### src/hdl/ndst_ram.sv
module ndst_ram #(
   parameter int WIDTH = 8,
   parameter int DEPTH = 16
) (
   input  logic                     clock,
   input  logic                     we,
   input  logic [$clog2(DEPTH)-1:0] waddr,
   input  logic [WIDTH-1:0]         wdata,
   input  logic [$clog2(DEPTH)-1:0] raddr,
   output logic [WIDTH-1:0]         rdata
);
   logic [WIDTH-1:0] mem_ff [DEPTH];

   always_ff @(posedge clock) begin
      if (we) begin
         mem_ff[waddr] <= wdata;
      end
      rdata <= mem_ff[raddr];
   end
endmodule

### config.mk
export PLATFORM = sky130hd
export DESIGN_NAME = ndst_ram
export DESIGN_NICKNAME = d
export VERILOG_FILES = /design/src/hdl/ndst_ram.sv
export SDC_FILE = /design/constraint.sdc
export NUM_CORES = 1
export LEC_CHECK = 0
export BUFFER_PORTS_ARGS = -buffer_cell sky130_fd_sc_hd__buf_2
export CAP_MARGIN = 25
export CORE_MARGIN = 10
export CORE_UTILIZATION = 50
export CTS_CLUSTER_SIZE = 20
export DETAILED_ROUTE_END_ITERATION = 8
export GPL_TIMING_DRIVEN = 0
export PLACE_DENSITY = 0.67
export SLEW_MARGIN = 20
export SYNTH_ARGS = -nofsm -noshare
export SYNTH_HDL_FRONTEND = slang
export SYNTH_SLANG_ARGS = --single-unit
### constraint.sdc
create_clock -name clock -period 2.6 [get_ports clock]
set_clock_uncertainty 0.15 [all_clocks]
set_input_delay 0.52 -clock clock [delete_from_list [all_inputs] [get_ports clock]]
set_output_delay 0.52 -clock clock [all_outputs]
set_load 0.03 [all_outputs]
# After elaboration in Yosys (flattened, before gate mapping)
# Memory sizes are Yosys's and may differ from the RTL's. A register that Yosys moved wholly into a read port is not among the register bits.
# Cells that the tools add are included.
# classes
reduce_logical,0
muxes,2
multipliers,0
n_bitwise,0
shift,0
eq_ne,0
order_cmp,0
div_mod_pow,0
n_addsub,0
# op_table
op,n
1-bit two-way mux,2
# totals
regBits,0
latchBits,0
ram_bits,128
input_bits,18
romBits,0
n_memories,1
word_cells,3
out_inout_bits,8
# memory_table
name,words,width,read_ports,rd_ports_with_merged_regs,wr,line,rtl
mem_ff,16,8,1,1,1,12,logic [WIDTH-1:0] mem_ff [DEPTH];

# Depth between registers and ports, before layout
# depth
ltp_word,2
depth_mapped,5
ltp_nobuf,3

# Worst setup path after synthesis
# OpenSTA, ideal clock, no wires.
# synth_path
path_type,input -> register
from,input waddr[2]
to,memory mem_ff[0][0] (enable)
setup_ns,0.383
t_arrival_ns,1.630
slack_ns,0.437
required_ns,2.067
stages,2
path_buffers,0
cell_sequence,or3b_2 > nor3_1
# synth_lines
item,line,rtl
"start, declared",7,"input logic [$clog2(DEPTH)-1:0] waddr,"
"end, declared",12,
# Straight into the memory's write port.

# Worst setup path in the final report
# layout_path
from,input waddr[2]
to,memory mem_ff[2][2] (enable)
# Straight into the memory's write port.

==> results.sh <==
export IMPL_status="completed"
export IMPL_p_comb_frac=0.050
export IMPL_route_met2_wl_um=4840
export IMPL_first_pass_iters=5
export IMPL_period_needed_ns=1.86
export IMPL_highest_layer="met4"
export IMPL_dp_hpwl_um=6070
export IMPL_relSlewSlack=0.430
export IMPL_crit_type="in2reg"
export IMPL_yosysWarnings=0
export IMPL_critPathSlowestCell="nor2_1"
export IMPL_antenna_cells=0
export IMPL_grt_ovfl_total=0
export IMPL_syn_inst=229
export IMPL_m1WireLength_um=4080
export IMPL_hp_class="in2reg"
export IMPL_fmax_mhz=537
export IMPL_synthToLayoutAreaGrowth_pct=17.8
export IMPL_viasPerCell=5.60
export IMPL_cts_tree="built"
export IMPL_drt_initial_drc_count=137
export IMPL_vias=2342
export IMPL_switching_power_mw=0.980
export IMPL_hold_buffers=0
export IMPL_fin_util=0.612
export IMPL_cp_max_fo=8
export IMPL_clkSinkCount=136
export IMPL_syn_nets=247
export IMPL_finalMaxSlewViolations=0
export IMPL_rsz0062_at_grt="false"
export IMPL_start_kind="input port"
export IMPL_cp_end_kind="flip-flop"
export IMPL_synth_area_um2=5150
export IMPL_finalHoldViolCount=0
export IMPL_remaining_drc_errors=0
export IMPL_drive_above_1_share=0.302
export IMPL_nFillCells=710
export IMPL_synth_seq_cells=136
export IMPL_wire_per_inst_um=23.0
export IMPL_ys_types=19
export IMPL_routed_wirelength_um=9590
export IMPL_grt_usage=0.139
export IMPL_grt_max_degree=17
export IMPL_peakVddDrop_v=0.000596
export IMPL_chipHeight_um=121
export IMPL_setup_viol=0
export IMPL_grt_pass1_wl_um=14400
export IMPL_tightest_slew_ns=0.852
export IMPL_multi_input_area_um2=1080
export IMPL_cp_data_required_time_ns=2.59
export IMPL_wl_met3_um=512
export IMPL_crit_arrival_ns=1.85
export IMPL_finalCritPeriodShare=0.716
export IMPL_io_pins=26
export IMPL_leakage_nw=2.05
export IMPL_regArea_um2=4000
export IMPL_grt_pass1_vias=2449
export IMPL_ys_seq_area_frac=0.778
export IMPL_fin_nets=290
export IMPL_cts_resized=0
export IMPL_finalNonFillerCells=418
export IMPL_path_cells="buf_2 -> or3b_2 -> nor2_1"
export IMPL_cts_root_buf="clkbuf_8"
export IMPL_insertion_delay_ns=0.51
export IMPL_clk_pin_slew_ns=0.06
export IMPL_synth_area_leaders="edfxtp_1 75%, mux4_2 7.9%, mux4_1 7.1%, dfxtp_1 3.1%, a22oi_1 2.3%"
export IMPL_internal_power_mw=4.18
export IMPL_numCtsBuffers=17
export IMPL_core_area_um2=9910
export IMPL_powerDensity_nw_per_um2=850
export IMPL_p_sw_frac=0.190
export IMPL_clock_path_buffers=2
export IMPL_p_seq_frac=0.478
export IMPL_die_area_um2=14800
export IMPL_avgSynthCellArea_um2=22.5
export IMPL_dp_cells=386
export IMPL_p_clk_frac=0.472
export IMPL_die_w_um=121
export IMPL_place_congestion=0.713
export IMPL_rows=36
export IMPL_synth_top_area_cell="edfxtp_1"
export IMPL_start_util=0.519
export IMPL_htreeDepth=4
export IMPL_final_antenna_net_count=0
export IMPL_cpPeakStageDelay_ns=0.68
export IMPL_antenna_found_initial=0
export IMPL_port_buffers=24
export IMPL_max_cap_violations=0
export IMPL_cts_setup_buffers=0
export IMPL_netlist_area_leader_share=0.747
==> area by class of cell <==
type	instances	share of cell area
multi-input cells	83	0.178
clock buffers	23	0.0769
repair buffers	24	0.0198
flip-flops and latches	136	0.660
clock inverters	9	0.0239
plain buffers	10	0.0142
well taps	133	0.0274
==> placed cells by master, fill, tap and decap left out, types with 4 or more instances in the layout <==
cell         n
a22oi_1     16
buf_2       27
bufinv_16    4
clkbuf_16   16
clkbuf_8     4
clkinv_2     5
dfxtp_1      8
edfxtp_1   128
mux4_1      14
mux4_2      18
nand2_1      9
nor2_1      13
nor3_2       4
==> per-stage QoR <==
stage | setup TNS (ns) | instance area, µm² | hold slack [ns] | worst slack, ns | total power, mW
2_1_floorplan | 0 | 5150 | 0.469 | 0.437 | 2.66
3_3_place_gp | -1.11 | 5430 | 0.517 | -0.139 | 2.76
3_5_place_dp | 0 | 5450 | 0.524 | 0.257 | 2.77
4_1_cts | 0 | 6070 | 0.229 | 0.779 | 5.20
5_1_grt | 0 | 6070 | 0.240 | 0.750 | 5.31
6_report | 0 | 6070 | 0.258 | 0.739 | 5.16
==> sequential cells by signal, summed over array words and instances, names as in the netlist <==
register  cells
mem_ff      128
rdata         8
==> synth_stat cells <==
cell type and n:
and2b_1 1, edfxtp_1 128, a22oi_1 16, nor2b_1 1, nand3_1 1, nor2_1 13
buf_6 3, mux4_1 14, nor3_1 4, buf_4 1, buf_2 3, nand2b_1 2
dfxtp_1 8, nand3b_1 2, clkdlybuf4s25_2 3, nand2_1 9, and2_1 1, mux4_2 18
or3b_2 1
==> power groups by stage <==
stage               registers [mW]  clock network (mW)  logic, mW
floorplan                     2.54                   0      0.124
global placement              2.50                   0      0.256
detailed placement            2.51                   0      0.263
CTS                           2.46                2.47      0.263
global route                  2.47                2.56      0.279
finish                        2.46                2.43      0.260
==> logic make-up after synthesis <==
group           after synthesis  share of synthesized area
simple gates                 35                     0.0318
mux                          32                      0.150
flops                       136                      0.778
compound gates               16                     0.0233
buf+inv                      10                     0.0168
==> critical path: cells and delay by family <==
kind                   cells  cell delay, ns
buffers and inverters      1            0.12
AND/OR/NAND/NOR            2            1.21
==> final timing paths <==
path                                               end  slack [ns]                   start  cells past startpoint
worst max-delay path            mem_ff[2][2]$_DFFE_PP_        0.74                waddr[2]                      3
worst min-delay path            mem_ff[1][5]$_DFFE_PP_        0.26                wdata[5]                      1
worst max register to register        rdata[0]$_DFF_P_        1.02  mem_ff[6][0]$_DFFE_PP_                      3
worst min register to register        rdata[2]$_DFF_P_        0.54  mem_ff[3][2]$_DFFE_PP_                      3
==> per-layer routing <==
layer | global-route usage | up-vias
met3 | 0.0400 | 13
met4 | 0.0730 | 0
met1 | 0.173 | 1200
met2 | 0.216 | 67
li1 | - | 1062
met5 | 0 | -
Power figures use the tool's default switching activity.
